[src/sv/mds_pkg.sv]
// package for the motor drive supervisor: widths, action and error codes, states
// no dependencies
`timescale 1ns / 1ps

package mds_pkg;

	localparam int TIME_BITS = 32;
	localparam int SPD_W     = 16;
	localparam int CFG_W     = 16;
	localparam int IDX_W     = 3;

	typedef enum logic [2:0] {
		ACT_INIT    = 3'd0,
		ACT_START   = 3'd1,
		ACT_SET     = 3'd2,
		ACT_DROP    = 3'd3,
		ACT_SERVICE = 3'd4,
		ACT_TICK    = 3'd5
	} action_t;

	typedef enum logic [1:0] {
		ERR_NONE     = 2'd0,
		ERR_STALE    = 2'd1,
		ERR_LINK     = 2'd2,
		ERR_WATCHDOG = 2'd3
	} err_t;

	typedef enum logic [1:0] {
		DIR_NONE = 2'd0,
		DIR_FWD  = 2'd1,
		DIR_REV  = 2'd2
	} dir_t;

	typedef enum logic [IDX_W-1:0] {
		REG_CMD_LIMIT   = 3'd0,
		REG_START_LIMIT = 3'd1,
		REG_RAMP_STAGE  = 3'd2,
		REG_MAX_AGE     = 3'd3,
		REG_WATCHDOG    = 3'd4,
		REG_SEND_PERIOD = 3'd5,
		REG_REV_PAUSE   = 3'd6,
		REG_SLEW_STEP   = 3'd7
	} reg_idx_t;

	typedef enum logic [2:0] {
		ST_IDLE,
		ST_MUL,
		ST_DIV,
		ST_SHAPE,
		ST_ISSUE,
		ST_OUT
	} state_t;

	// direction of a signed command
	function automatic dir_t dir_of(input logic signed [SPD_W-1:0] v);
		dir_t d;
		d = DIR_NONE;
		if (v > 0) d = DIR_FWD;
		else if (v < 0) d = DIR_REV;
		return d;
	endfunction

	// clamp magnitude to a positive 16-bit limit
	function automatic logic signed [SPD_W-1:0] clamp_mag(input logic signed [SPD_W:0] v,
			input logic [SPD_W-1:0] lim);
		logic signed [SPD_W:0] l;
		logic signed [SPD_W-1:0] r;
		l = $signed({1'b0, lim});
		r = v[SPD_W-1:0];
		if (v > l) r = l[SPD_W-1:0];
		else if (v < -l) r = -l[SPD_W-1:0];
		return r;
	endfunction

endpackage

[src/sv/motor_drive_supervisor_top.sv]
// top level of the two-wheel drive supervisor
// depends on mds_pkg and mds_div
`timescale 1ns / 1ps
// Usage:
//  input channel in_valid/in_ready carries one action per transfer; the
//  output channel out_valid/out_ready returns exactly one status item each.
//  Configuration is to be written through cfg_we/cfg_index/cfg_data only
//  while idle; the block does not enforce this. Actions other than service
//  raise out_valid on entry to the output state, after the multiply state.
//  A service step with a valid fresh target inside the ramp runs the ramp
//  limit through a shared 16 by 15-bit multiplier and then a bit-serial
//  divider, one quotient bit per cycle, then the shape and issue states; one
//  past the ramp skips the divider and other service steps skip the shape
//  state too. One item is worked on at a time: in_ready is low from
//  acceptance until, after the result has been transferred, the output
//  state returns to idle. If the receiver stalls, the result waits in the
//  output register and no new item is taken. Reset clears all state but
//  the divider datapath and loads the register defaults; no clearing pass.

module motor_drive_supervisor_top (
	input  logic                             clk,
	input  logic                             arst_n,
	input  logic                             in_valid,
	output logic                             in_ready,
	input  logic [2:0]                       action,
	input  logic signed [15:0]               left_setpoint,
	input  logic signed [15:0]               right_setpoint,
	input  logic [mds_pkg::TIME_BITS-1:0]    request_time,
	input  logic [mds_pkg::TIME_BITS-1:0]    now_time,
	input  logic                             link_ok,
	output logic                             out_valid,
	input  logic                             out_ready,
	output logic                             frame_valid,
	output logic signed [15:0]               left_cmd,
	output logic signed [15:0]               right_cmd,
	output logic                             emergency_stop,
	output logic                             started_flag,
	output logic                             fault_flag,
	output logic [1:0]                       error_code,
	output logic signed [15:0]               left_target,
	output logic signed [15:0]               right_target,
	input  logic                             cfg_we,
	input  logic [2:0]                       cfg_index,
	input  logic [mds_pkg::CFG_W-1:0]        cfg_data
);

	localparam int TB = mds_pkg::TIME_BITS;

	// configuration registers
	logic [14:0] cmd_limit_q, start_limit_q, ramp_stage_q, rev_pause_q, slew_step_q;
	logic [15:0] max_age_q, watchdog_q, send_period_q;

	always_ff @(posedge clk or negedge arst_n) begin
		if (!arst_n) begin
			cmd_limit_q   <= 15'd1000;
			start_limit_q <= 15'd135;
			ramp_stage_q  <= 15'd1000;
			max_age_q     <= 16'd50;
			watchdog_q    <= 16'd200;
			send_period_q <= 16'd5;
			rev_pause_q   <= 15'd120;
			slew_step_q   <= 15'd3;
		end else if (cfg_we) begin
			case (mds_pkg::reg_idx_t'(cfg_index))
				mds_pkg::REG_CMD_LIMIT:   cmd_limit_q   <= cfg_data[14:0];
				mds_pkg::REG_START_LIMIT: start_limit_q <= cfg_data[14:0];
				mds_pkg::REG_RAMP_STAGE:  ramp_stage_q  <= cfg_data[14:0];
				mds_pkg::REG_MAX_AGE:     max_age_q     <= cfg_data;
				mds_pkg::REG_WATCHDOG:    watchdog_q    <= cfg_data;
				mds_pkg::REG_SEND_PERIOD: send_period_q <= cfg_data;
				mds_pkg::REG_REV_PAUSE:   rev_pause_q   <= cfg_data[14:0];
				mds_pkg::REG_SLEW_STEP:   slew_step_q   <= cfg_data[14:0];
				default: ;
			endcase
		end
	end

	// supervisor state
	logic               started_q, faulted_q, tvalid_q;
	logic [1:0]         err_q;
	logic signed [15:0] tgt_q [2];
	logic signed [15:0] app_q [2];
	logic [TB-1:0]      tstamp_q, last_send_q;
	logic [15:0]        ramp_q, wd_q;
	mds_pkg::dir_t      ldir_q [2];
	logic [15:0]        zc_q [2];

	// captured item
	logic [2:0]         act_q;
	logic signed [15:0] ls_q, rs_q;
	logic [TB-1:0]      rt_q, now_q;
	logic               ok_q;

	mds_pkg::state_t state_q, state_d;

	// sequencing scratch
	logic [31:0]        prod_q;
	logic [15:0]        base_q;
	logic signed [15:0] lim_q;
	logic signed [15:0] want_q [2];

	// output register
	logic               ov_q;

	// derived values
	logic [14:0] stage;
	logic [14:0] st_eff;
	logic [15:0] stage2;
	always_comb begin
		stage  = (ramp_stage_q == 15'd0) ? 15'd1 : ramp_stage_q;
		st_eff = (start_limit_q > cmd_limit_q) ? cmd_limit_q : start_limit_q;
		stage2 = {stage, 1'b0};
	end

	// watchdog count reaches or has already reached its limit on this tick
	logic wd_trip;
	always_comb begin
		wd_trip = (wd_q + 17'd1 >= 17'(watchdog_q) && (wd_q < watchdog_q))
			|| wd_q >= watchdog_q;
	end

	// ramp phase decode
	logic        ph_first, ph_second;
	logic [15:0] mul_a;
	logic [14:0] mul_b;
	always_comb begin
		ph_first  = ramp_q <= {1'b0, stage};
		ph_second = !ph_first && (ramp_q < stage2);
		if (ph_first) begin
			mul_a = ramp_q;
			mul_b = st_eff;
		end else begin
			mul_a = ramp_q - {1'b0, stage};
			mul_b = cmd_limit_q - st_eff;
		end
	end

	// kick the divider on the first cycle in the divide state
	logic div_kick_q;
	logic div_go;
	assign div_go = div_kick_q;

	// shared divider
	logic        div_done;
	logic [31:0] div_quo;
	mds_div u_div (
		.clk      (clk),
		.arst_n   (arst_n),
		.start    (div_go),
		.dividend (prod_q),
		.divisor  (stage),
		.done     (div_done),
		.quotient (div_quo)
	);

	// service check
	logic [TB-1:0] age, since;
	logic          service_ok;
	always_comb begin
		age        = now_q - tstamp_q;
		since      = now_q - last_send_q;
		service_ok = started_q && !faulted_q && tvalid_q && (age <= TB'(max_age_q));
	end

	// interlock per wheel
	logic signed [15:0] lck [2];
	always_comb begin
		for (int w = 0; w < 2; w++) begin
			mds_pkg::dir_t d;
			d = mds_pkg::dir_of(want_q[w]);
			lck[w] = want_q[w];
			if (d != mds_pkg::DIR_NONE && ldir_q[w] != mds_pkg::DIR_NONE && d != ldir_q[w]
					&& !(zc_q[w] > {1'b0, rev_pause_q}))
				lck[w] = '0;
		end
	end

	// frame decision with slew
	logic               imm, send;
	logic signed [15:0] fcmd [2];
	always_comb begin
		imm  = (lck[0] == 0 && app_q[0] != 0) || (lck[1] == 0 && app_q[1] != 0);
		send = imm || !(since < TB'(send_period_q));
		for (int w = 0; w < 2; w++) begin
			logic signed [17:0] hi, lo, wv;
			hi = 18'(app_q[w]) + $signed({3'b0, slew_step_q});
			lo = 18'(app_q[w]) - $signed({3'b0, slew_step_q});
			wv = 18'(lck[w]);
			fcmd[w] = lck[w];
			if (!imm) begin
				if (wv > hi) fcmd[w] = hi[15:0];
				else if (wv < lo) fcmd[w] = lo[15:0];
			end
		end
	end

	// next state
	always_comb begin
		state_d = state_q;
		case (state_q)
			mds_pkg::ST_IDLE:  if (in_valid) state_d = mds_pkg::ST_MUL;
			mds_pkg::ST_MUL: begin
				if (mds_pkg::action_t'(act_q) == mds_pkg::ACT_SERVICE) begin
					if (service_ok && (ph_first || ph_second)) state_d = mds_pkg::ST_DIV;
					else if (service_ok) state_d = mds_pkg::ST_SHAPE;
					else state_d = mds_pkg::ST_ISSUE;
				end else state_d = mds_pkg::ST_OUT;
			end
			mds_pkg::ST_DIV: begin
				if (div_done) state_d = mds_pkg::ST_SHAPE;
			end
			mds_pkg::ST_SHAPE: state_d = mds_pkg::ST_ISSUE;
			mds_pkg::ST_ISSUE: state_d = mds_pkg::ST_OUT;
			mds_pkg::ST_OUT:   if (!ov_q) state_d = mds_pkg::ST_IDLE;
			default:           state_d = mds_pkg::ST_IDLE;
		endcase
	end

	always_ff @(posedge clk or negedge arst_n) begin
		if (!arst_n) div_kick_q <= 1'b0;
		else div_kick_q <= (state_q == mds_pkg::ST_MUL) && (state_d == mds_pkg::ST_DIV);
	end

	assign in_ready = (state_q == mds_pkg::ST_IDLE);

	// sequencer and state update
	always_ff @(posedge clk or negedge arst_n) begin
		if (!arst_n) begin
			state_q     <= mds_pkg::ST_IDLE;
			started_q   <= 1'b0;
			faulted_q   <= 1'b0;
			tvalid_q    <= 1'b0;
			err_q       <= mds_pkg::ERR_NONE;
			tstamp_q    <= '0;
			last_send_q <= '0;
			ramp_q      <= '0;
			wd_q        <= '0;
			ov_q        <= 1'b0;
			act_q       <= '0;
			ls_q        <= '0;
			rs_q        <= '0;
			rt_q        <= '0;
			now_q       <= '0;
			ok_q        <= 1'b0;
			prod_q      <= '0;
			base_q      <= '0;
			lim_q       <= '0;
			frame_valid <= 1'b0;
			emergency_stop <= 1'b0;
			left_cmd    <= '0;
			right_cmd   <= '0;
			left_target  <= '0;
			right_target <= '0;
			for (int w = 0; w < 2; w++) begin
				tgt_q[w]  <= '0;
				app_q[w]  <= '0;
				ldir_q[w] <= mds_pkg::DIR_NONE;
				zc_q[w]   <= '0;
				want_q[w] <= '0;
			end
		end else begin
			state_q <= state_d;
			if (ov_q && out_ready) ov_q <= 1'b0;
			case (state_q)
				mds_pkg::ST_IDLE: begin
					if (in_valid) begin
						act_q <= action;
						ls_q  <= left_setpoint;
						rs_q  <= right_setpoint;
						rt_q  <= request_time;
						now_q <= now_time;
						ok_q  <= link_ok;
					end
				end
				mds_pkg::ST_MUL: begin
					frame_valid    <= 1'b0;
					emergency_stop <= (mds_pkg::action_t'(act_q) == mds_pkg::ACT_INIT)
						|| ((mds_pkg::action_t'(act_q) == mds_pkg::ACT_TICK)
							&& started_q && !faulted_q && wd_trip);
					left_cmd       <= '0;
					right_cmd      <= '0;
					prod_q <= mul_a * {17'd0, mul_b};
					base_q <= ph_first ? 16'd0 : {1'b0, st_eff};
					lim_q  <= $signed({1'b0, cmd_limit_q});
					want_q[0] <= '0;
					want_q[1] <= '0;
					case (mds_pkg::action_t'(act_q))
						mds_pkg::ACT_INIT: begin
							started_q <= 1'b0;
							faulted_q <= !ok_q;
							tvalid_q  <= 1'b0;
							err_q     <= ok_q ? mds_pkg::ERR_NONE : mds_pkg::ERR_LINK;
							tstamp_q  <= '0;
							last_send_q <= '0;
							ramp_q <= '0;
							wd_q   <= '0;
							left_target  <= '0;
							right_target <= '0;
							for (int w = 0; w < 2; w++) begin
								tgt_q[w]  <= '0;
								app_q[w]  <= '0;
								ldir_q[w] <= mds_pkg::DIR_NONE;
								zc_q[w]   <= '0;
							end
						end
						mds_pkg::ACT_START: if (!faulted_q) begin
							started_q <= 1'b1;
							ramp_q <= '0;
							wd_q   <= '0;
						end
						mds_pkg::ACT_SET: if (started_q && !faulted_q) begin
							tvalid_q <= 1'b1;
							tgt_q[0] <= mds_pkg::clamp_mag(17'(ls_q), {1'b0, cmd_limit_q});
							tgt_q[1] <= mds_pkg::clamp_mag(17'(rs_q), {1'b0, cmd_limit_q});
							left_target  <=
								mds_pkg::clamp_mag(17'(ls_q), {1'b0, cmd_limit_q});
							right_target <=
								mds_pkg::clamp_mag(17'(rs_q), {1'b0, cmd_limit_q});
							tstamp_q <= rt_q;
							wd_q <= '0;
						end
						mds_pkg::ACT_DROP: if (started_q && !faulted_q) tvalid_q <= 1'b0;
						mds_pkg::ACT_SERVICE: begin
							if (started_q && !faulted_q) begin
								err_q <= service_ok ? mds_pkg::ERR_NONE : mds_pkg::ERR_STALE;
							end
						end
						mds_pkg::ACT_TICK: if (started_q && !faulted_q) begin
							if (ramp_q < stage2) ramp_q <= ramp_q + 16'd1;
							if (wd_q < watchdog_q) wd_q <= wd_q + 16'd1;
							for (int w = 0; w < 2; w++) begin
								if (app_q[w] == 0 && ldir_q[w] != mds_pkg::DIR_NONE
										&& zc_q[w] <= {1'b0, rev_pause_q})
									zc_q[w] <= zc_q[w] + 16'd1;
							end
							if (wd_trip) begin
								faulted_q <= 1'b1;
								err_q     <= mds_pkg::ERR_WATCHDOG;
								app_q[0]  <= '0;
								app_q[1]  <= '0;
							end
						end
						default: ;
					endcase
				end
				mds_pkg::ST_DIV: if (div_done) begin
					lim_q <= $signed(16'(base_q + div_quo[15:0]));
				end
				mds_pkg::ST_SHAPE: begin
					want_q[0] <= mds_pkg::clamp_mag(17'(tgt_q[0]), lim_q);
					want_q[1] <= mds_pkg::clamp_mag(17'(tgt_q[1]), lim_q);
				end
				mds_pkg::ST_ISSUE: begin
					if (send) begin
						frame_valid <= 1'b1;
						left_cmd    <= fcmd[0];
						right_cmd   <= fcmd[1];
						if (!ok_q) begin
							faulted_q <= 1'b1;
							err_q     <= mds_pkg::ERR_LINK;
							app_q[0]  <= '0;
							app_q[1]  <= '0;
							emergency_stop <= 1'b1;
						end else begin
							app_q[0] <= fcmd[0];
							app_q[1] <= fcmd[1];
							last_send_q <= now_q;
							for (int w = 0; w < 2; w++) begin
								if (mds_pkg::dir_of(fcmd[w]) != mds_pkg::DIR_NONE) begin
									ldir_q[w] <= mds_pkg::dir_of(fcmd[w]);
									zc_q[w]   <= '0;
								end
							end
						end
					end
				end
				mds_pkg::ST_OUT: ;
				default: ;
			endcase
			// raise result on entry to the output state
			if (state_q != mds_pkg::ST_OUT && state_d == mds_pkg::ST_OUT) ov_q <= 1'b1;
		end
	end

	assign out_valid    = ov_q;
	assign started_flag = started_q;
	assign fault_flag   = faulted_q;
	assign error_code   = err_q;

endmodule

[src/sv/mds_div.sv]
// shared restoring divider: one quotient bit per cycle
// no dependencies
`timescale 1ns / 1ps

module mds_div (
	input  logic        clk,
	input  logic        arst_n,
	input  logic        start,
	input  logic [31:0] dividend,
	input  logic [14:0] divisor,
	output logic        done,
	output logic [31:0] quotient
);

	logic [31:0] quo_q;
	logic [15:0] rem_q;
	logic [5:0]  cnt_q;
	logic        busy_q;
	logic [15:0] trial;
	logic [16:0] diff;

	// shift in next bit and try subtraction
	assign trial = {rem_q[14:0], quo_q[31]};
	assign diff  = {1'b0, trial} - {2'b00, divisor};

	always_ff @(posedge clk or negedge arst_n) begin
		if (!arst_n) begin
			busy_q <= 1'b0;
			cnt_q  <= '0;
			done   <= 1'b0;
		end else begin
			done <= 1'b0;
			if (start) begin
				busy_q <= 1'b1;
				cnt_q  <= 6'd0;
			end else if (busy_q) begin
				cnt_q <= cnt_q + 6'd1;
				if (cnt_q == 6'd31) begin
					busy_q <= 1'b0;
					done   <= 1'b1;
				end
			end
		end
	end

	// datapath
	always_ff @(posedge clk) begin
		if (start) begin
			quo_q <= dividend;
			rem_q <= '0;
		end else if (busy_q) begin
			if (!diff[16]) begin
				rem_q <= diff[15:0];
				quo_q <= {quo_q[30:0], 1'b1};
			end else begin
				rem_q <= trial;
				quo_q <= {quo_q[30:0], 1'b0};
			end
		end
	end

	assign quotient = quo_q;

endmodule

[config.mk]
export PLATFORM = sky130hd
export DESIGN_NAME = motor_drive_supervisor_top
export DESIGN_NICKNAME = d
export VERILOG_FILES = /design/src/sv/mds_pkg.sv /design/src/sv/motor_drive_supervisor_top.sv /design/src/sv/mds_div.sv
export SDC_FILE = /design/constraint.sdc
export NUM_CORES = 2
export LEC_CHECK = 0
export ABC_CLOCK_PERIOD_IN_PS = 24500
export BUFFER_PORTS_ARGS = -buffer_cell sky130_fd_sc_hd__buf_4
export CAP_MARGIN = 20
export CELL_PAD_IN_SITES_DETAIL_PLACEMENT = 0
export CELL_PAD_IN_SITES_GLOBAL_PLACEMENT = 1
export CORE_AREA = 2 2 366 368
export CTS_BUF_LIST = sky130_fd_sc_hd__clkbuf_16
export CTS_CLUSTER_SIZE = 30
export DETAILED_ROUTE_END_ITERATION = 6
export DIE_AREA = 0 0 368 370
export PLACE_DENSITY_LB_ADDON = 0.15
export SYNTH_ARGS = -nofsm -noshare
export SYNTH_HDL_FRONTEND = slang
export SYNTH_SLANG_ARGS = --single-unit
[constraint.sdc]
create_clock -name clk -period 24.5 [get_ports clk]
set_input_delay 0 -clock clk [delete_from_list [all_inputs] [get_ports clk]]
set_output_delay 0 -clock clk [all_outputs]
set_load 0.01 [all_outputs]
; ---- Word level (Yosys, flattened, before mapping)
; Index checks and enable logic that the tools add are counted.
; W data, S select, Z words.
[classes]
addsub = 20
n_mul = 1
div = 0
n_lt_le_gt_ge = 32
n_eq_ne = 43
shift = 0
n_mux = 127
n_bitwise = 0
n_reduce_logical = 86
[ops]
columns = operator, n
row1 = $mux W16, 32
row2 = $pmux W32 S2, 8
row3 = $mux W32, 13
row4 = $pmux W16 S2, 5
row5 = $logic_not A32 Y1, 4
row6 = $lt A16 B17 Y1, 6
row7 = $mux W15, 5
row8 = $gt A16 B17 Y1, 4
row9 = $add A16 B1 Y16 const B, 4
row10 = $gt A16 B1 Y1 const B, 4
row11 = $lt A16 B1 Y1 const B, 4
row12 = $pmux W16 S4, 1
row13 = $reduce_bool A32 Y1, 2
row14 = $sub A32 B32 Y32, 2
row15 = $le A16 B15 Y1, 3
row16 = $pmux W16 S3, 1
row17 = $mux W2, 22
row18 = $add A16 B16 Y17, 2
row19 = $sub A16 B16 Y17, 2
row20 = $gt A16 B15 Y1, 2
row21 = $gt A16 B16 Y1, 2
row22 = $le A32 B16 Y1, 1
row23 = $lt A16 B16 Y1, 2
row24 = $lt A32 B16 Y1, 1
row25 = other kinds (50), 177
[totals]
regBits = 645
latchBits = 0
mem_bits_rw = 0
romBits = 0
inputBits = 124
word_cells = 359
n_memories = 0

; ---- Longest topological paths before layout
[depth]
word_depth = 23
mapped_depth = 51
ltp_nobuf = 48

; ---- Modules after synthesis
; Synthesis repeated with hierarchy kept, for this count alone.
[unflattened]
cells_unflattened = 5902
hier_area_um2 = 52877.0
[modules_own_cells]
columns = mod, n_inst, cells_per_inst, area_per_inst_um2
row1 = motor_drive_supervisor_top, 1, 5580, 49476.2
row2 = mds_div, 1, 322, 3400.8

; ---- Least setup slack after synthesis
; Ideal clock, no wire load.
[synth_path]
path_type = register to register
start = register cmd_limit_q[1]
end = register prod_q[30]
setup_ps = 134
arrival_time_ps = 10906
setup_slack_ps = 13461
path_stages_with_launch = 50
period_less_slack_ps = 11039
cell_sequence = dfrtp_1 > clkbuf_1 > inv_1 > ha_1 > nor2b_1 > o21a_1 > o21a_1 > o21a_1 > o21a_1 > o21ai_0 > a21oi_1 > o21ai_1 > clkbuf_1 > mux2i_1 > inv_1 > fa_1 > nor2b_1 > o21ai_0 > [14 not listed] > fa_1 > fa_1 > fa_1 > inv_1 > fa_1 > inv_1 > ha_1 > a21o_1 > a21o_1 > a21oi_1 > nand2_1 > o21ai_0 > nand4b_1 > a31oi_1 > a311o_1 > a21oi_1 > xnor2_1 > o21ai_0
[synth_between]
elab_chain_len = 5
[synth_rtl]
columns = item, line_no
row1 = from (decl), motor_drive_supervisor_top.sv:50  ; logic [14:0] cmd_limit_q, start_limit_q, ramp_stage_q, rev_pause_q, slew_step_q;
row2 = from (signal assigned), motor_drive_supervisor_top.sv:65  ; mds_pkg::REG_CMD_LIMIT: cmd_limit_q <= cfg_data[14:0];
row3 = $gt A15 B15 Y1, motor_drive_supervisor_top.sv:111  ; st_eff = (start_limit_q > cmd_limit_q) ? cmd_limit_q : start_limit_q;
row4 = $mux W15, motor_drive_supervisor_top.sv:111
row5 = $sub A15 B15 Y15, motor_drive_supervisor_top.sv:134  ; mul_b = cmd_limit_q - st_eff;
row6 = $mux W15 *, motor_drive_supervisor_top.sv:129  ; if (ph_first) begin
row7 = $mul A16 B15 Y31 *, motor_drive_supervisor_top.sv:282  ; prod_q <= mul_a * {17'd0, mul_b};
row8 = to (signal assigned), motor_drive_supervisor_top.sv:282
row9 = to (decl), motor_drive_supervisor_top.sv:97  ; logic [31:0] prod_q;
; Mark *: on every way between the ends. The rest lies on a longest branch, timed or not.
; A chain may end at the register's enable or synchronous reset.

; ---- Worst setup path after layout
; Ends and elaborated chain as after synthesis.

==> summary.md <==
| Metric | Value |
|---|---|
| Status | `completed` |
| Synth area leaders | `dfrtp_1 (26%), ha_1 (14%), fa_1 (7.3%)` |
| Async SR Flop Fraction | `0.923` |
| Pwr/cell area | `109 nW/um2` |
| Worst-path maximum fanout | `24` |
| Reg2reg end | `prod_q[30]$_DFFE_PN0P_` |
| CTS sink count | `612` |
| Final hold slack | `0.0515 ns` |
| Root Driver | `clkbuf_16` |
| Final setup viols | `0` |
| Post-DP Area | `55900 um2` |
| Fillers | `13100` |
| TNS Setup | `0 ns` |
| Clock-pin transition on the worst setup and hold timing paths | `0.06 ns` |
| Worst-margin pin slew | `1.19 ns` |
| Synthesized area per cell | `9.06 um2` |
| H-tree depth | `3` |
| Net Sw Power | `3.16 mW` |
| DP Cell Count | `7597` |
| Die Y | `370 um` |
| Hold depth | `3` |
| Final min period | `11.97 ns` |
| Largest family of logic cells by synthesized area | `adder cells` |
| Tcrit/Tclk final | `0.489` |
| Synth Instances | `5787` |
| Synth Cell Area | `52400 um2` |
| Largest net degree at the start of global routing | `80` |
| Post-synth EDFFs | `32` |
| Mux contribution to synthesized area | `0.0754` |
| Rows | `134` |
| Initial antenna violation count | `15` |
| FF+latch count, synth | `612` |
| Sequential cell area | `15400 um2` |
| Final hold vios | `0` |
| Critical Path Max Stage Delay | `0.63 ns` |
| Total gr overflow | `0` |
| Share of the core filled with cells | `0.452` |
| GRT Total Usage | `0.270` |
| Yosys cell types | `104` |
| Synth Area in Compound Gates | `0.169` |
| Total wire length | `186000 um` |
| Ports | `196` |
| Power Total | `6.52 mW` |
| Max cap viols | `0` |
| Final Skew | `0.0312 ns` |
| Worst R2R Path Depth | `47` |
| Reg2Reg Setup Slack | `12.53 ns` |
| Critical Path Sink Type | `flop` |
| Clock Path Buffers | `3` |
| Count of pins over their slew limit | `0` |
| Synth warn | `0` |
| Simple-Gate Fraction of Synth Area | `0.155` |
| Via count | `44500` |
| Logic pwr share | `0.573` |
| Core area | `132000 um2` |
| Post-route insts no fill | `7885` |
| CP startpoint kind | `flop` |
| Number of CTS-inserted buffers | `78` |
| Layout area overhead | `14.1%` |
| Post-CTS setup buffers | `0` |
| RSZ-0062 raised after global routing | `no` |
| Critical Path RT | `25.02 ns` |
| Initial core utilization | `0.396` |
| Sequential Power Share | `0.252` |
| Multi-input logic area | `34100 um2` |
| Wire per inst | `23.5 um` |
| Top FF cell, synth | `dfrtp_1` |
| First-pass GRT wire length | `280000 um` |
| Nets | `6964` |
| DRC viols | `0` |
| Horiz. Die Dim | `368 um` |
| Seq/Total Area, Yosys | `0.294` |
| Fmax | `0.0835 GHz` |
| HP Start | `in_valid` |
| Slew headroom | `0.198` |
| Clock power frac | `0.175` |
| P_leak | `27.8 nW` |
| Switching share of total power | `0.484` |
| Vias in the first global route | `43600` |
| Int Power | `3.37 mW` |
| Syn_nets | `6700` |
| Post-DP HPWL | `143000 um` |
| Fin area | `59900 um2` |
| Worst-Skew Late Latency | `0.69 ns` |
| Vias per Instance | `5.65` |
| Die ar. | `136000 um2` |
| Placer Congestion | `0.959` |
| Crit Path Category | `reg2reg` |
| Crit path top cell by count | `fa_1` |
| Slowest stage cell on the critical path | `and3b_1` |
| Worst min path class | `in2reg` |
| Crit path DAT | `12.49 ns` |
| Fraction of layout cells with a size suffix above 1 | `0.127` |
| DRT antenna net count | `0` |
| Synth top area share | `0.255` |
| Xor/xnor share of the synthesized area | `0.0329` |
| Setup WS pre-CTS | `12.57 ns` |
| PortBufs | `195` |
| Worst setup margin | `12.53 ns` |
| Origin of the critical flop-to-flop path | `cmd_limit_q[1]$_DFFE_PN0P_` |
| 1st-pass router iterations | `6` |
| CTS tree | `yes` |
| Hold EP | `ls_q[0]$_DFFE_PN0P_` |
| DR iter-0 viols | `3625` |
| VDD IR max | `0.0658 mV` |
| Synth area leader | `dfrtp_1` |
| Synth Area in Adders | `0.215` |
## layout make-up
cell class                      instances  area share
Timing Repair Buffer                  414      0.0585
Clock buffer                           79      0.0330
Tap cell                             1768      0.0370
Inverter                              557      0.0349
Antenna cell                            2   0.0000836
Multi-Input combinational cell       4388       0.570
Clock inverter                         65     0.00815
Sequential cell                       612       0.258
## cell usage after synthesis (15+ instances only)
cell	instances
dfrtp_1	535
or2_2	47
o21ai_0	369
o22a_1	16
dfstp_2	30
o211ai_1	37
xor2_1	58
o21bai_1	25
inv_1	555
fa_1	190
nor2b_1	84
nor2_1	457
ha_1	599
nor3b_1	17
xnor2_1	139
edfxtp_1	32
mux2_2	250
clkbuf_1	197
a21oi_1	273
a211oi_1	56
o22ai_1	27
nand4_1	69
nor3_1	101
mux2i_1	114
o2111ai_1	15
and2_1	41
buf_2	15
dfxtp_1	15
a31oi_1	42
nor4_1	50
o221ai_1	25
or3_1	25
nand2_1	440
o21a_1	92
nand2b_1	72
nand3_1	183
a21boi_0	26
and3_1	41
a22oi_1	20
a21o_1	96
o31ai_1	37
## repair_timing
item                                    4_1_cts  5_1_grt
hold endpoints to repair                    304        2
hold buffers                                138        2
gates resized for setup                       0        0
endpoints found under the setup margin        0        0
## worst max-delay path, delay by kind of cell (launching register included)
family	cells	cell delay, ns
compound gates	24	4.44
xor+xnor	1	0.13
fa+ha+maj	10	4.35
buf+inv	5	0.75
flops	1	0.53
mux	1	0.30
simple gates	6	1.30
## registers in the layout, summed over array words and instances (netlist names), 31 cells and up
signal	count
app_q	32
last_send_q	32
now_q	32
rt_q	32
tstamp_q	32
u_div.quotient	32
want_q	32
zc_q	32
prod_q	31
## cells in the final DEF, fill, tap and decap left out, types with 72 or more instances in the layout
cell type | netlist | layout
mux2i_1 | 114 | 114
dfrtp_1 | 535 | 533
mux2_2 | 250 | 250
buf_4 | 4 | 271
nor3_1 | 101 | 97
dlygate4sd3_1 | 0 | 139
xnor2_1 | 139 | 139
clkbuf_16 | 0 | 79
inv_1 | 555 | 573
a21o_1 | 96 | 96
a21oi_1 | 273 | 270
nor2_1 | 457 | 454
ha_1 | 599 | 599
nand3_1 | 183 | 183
nand2b_1 | 72 | 72
nor2b_1 | 84 | 84
o21a_1 | 92 | 92
o21ai_0 | 369 | 367
nand2_1 | 440 | 439
fa_1 | 190 | 190
## kinds of logic after synthesis
group,count (synthesis)
AND/OR/NAND/NOR,1686
AO/OA/AOI/OAI,1352
adder cells (fa/ha/maj),789
buffers and inverters,787
flip-flops,612
multiplexers,364
XOR/XNOR,197
## power groups by stage
| stage | sequential [mW] | combinational (mW) | clock, mW |
|---|---|---|---|
| after floorplan | 1.46 | 2.62 | 0 |
| after global placement | 1.65 | 3.65 | 0 |
| after detailed placement | 1.65 | 3.67 | 0 |
| after CTS | 1.63 | 3.72 | 1.17 |
| after global routing | 1.66 | 4.13 | 1.21 |
| final | 1.64 | 3.74 | 1.14 |
## worst max path at each step
stage                          startpoint                endpoint  slack (ns)  cells after the start
2_1_floorplan  cmd_limit_q[1]$_DFFE_PN0P_  prod_q[30]$_DFFE_PN0P_       13.46                     49
3_3_place_gp   cmd_limit_q[1]$_DFFE_PN0P_  prod_q[30]$_DFFE_PN0P_       12.65                     47
3_5_place_dp   cmd_limit_q[1]$_DFFE_PN0P_  prod_q[30]$_DFFE_PN0P_       12.57                     47
4_1_cts        cmd_limit_q[1]$_DFFE_PN0P_  prod_q[30]$_DFFE_PN0P_       12.51                     47
5_1_grt        cmd_limit_q[1]$_DFFE_PN0P_  prod_q[30]$_DFFE_PN0P_       11.58                     47
6_report       cmd_limit_q[1]$_DFFE_PN0P_  prod_q[30]$_DFFE_PN0P_       12.53                     47
## layer usage
layer | GRT usage | part of all wire | vias up
li1 | - | - | 21000
met1 | 0.370 | 0.45 | 22000
met2 | 0.436 | 0.46 | 1189
met4 | 0.109 | 0.045 | 4
met3 | 0.0282 | 0.046 | 318
met5 | 0 | 0.00012 | -
Note: power is estimated with default switching activity, not from simulation.
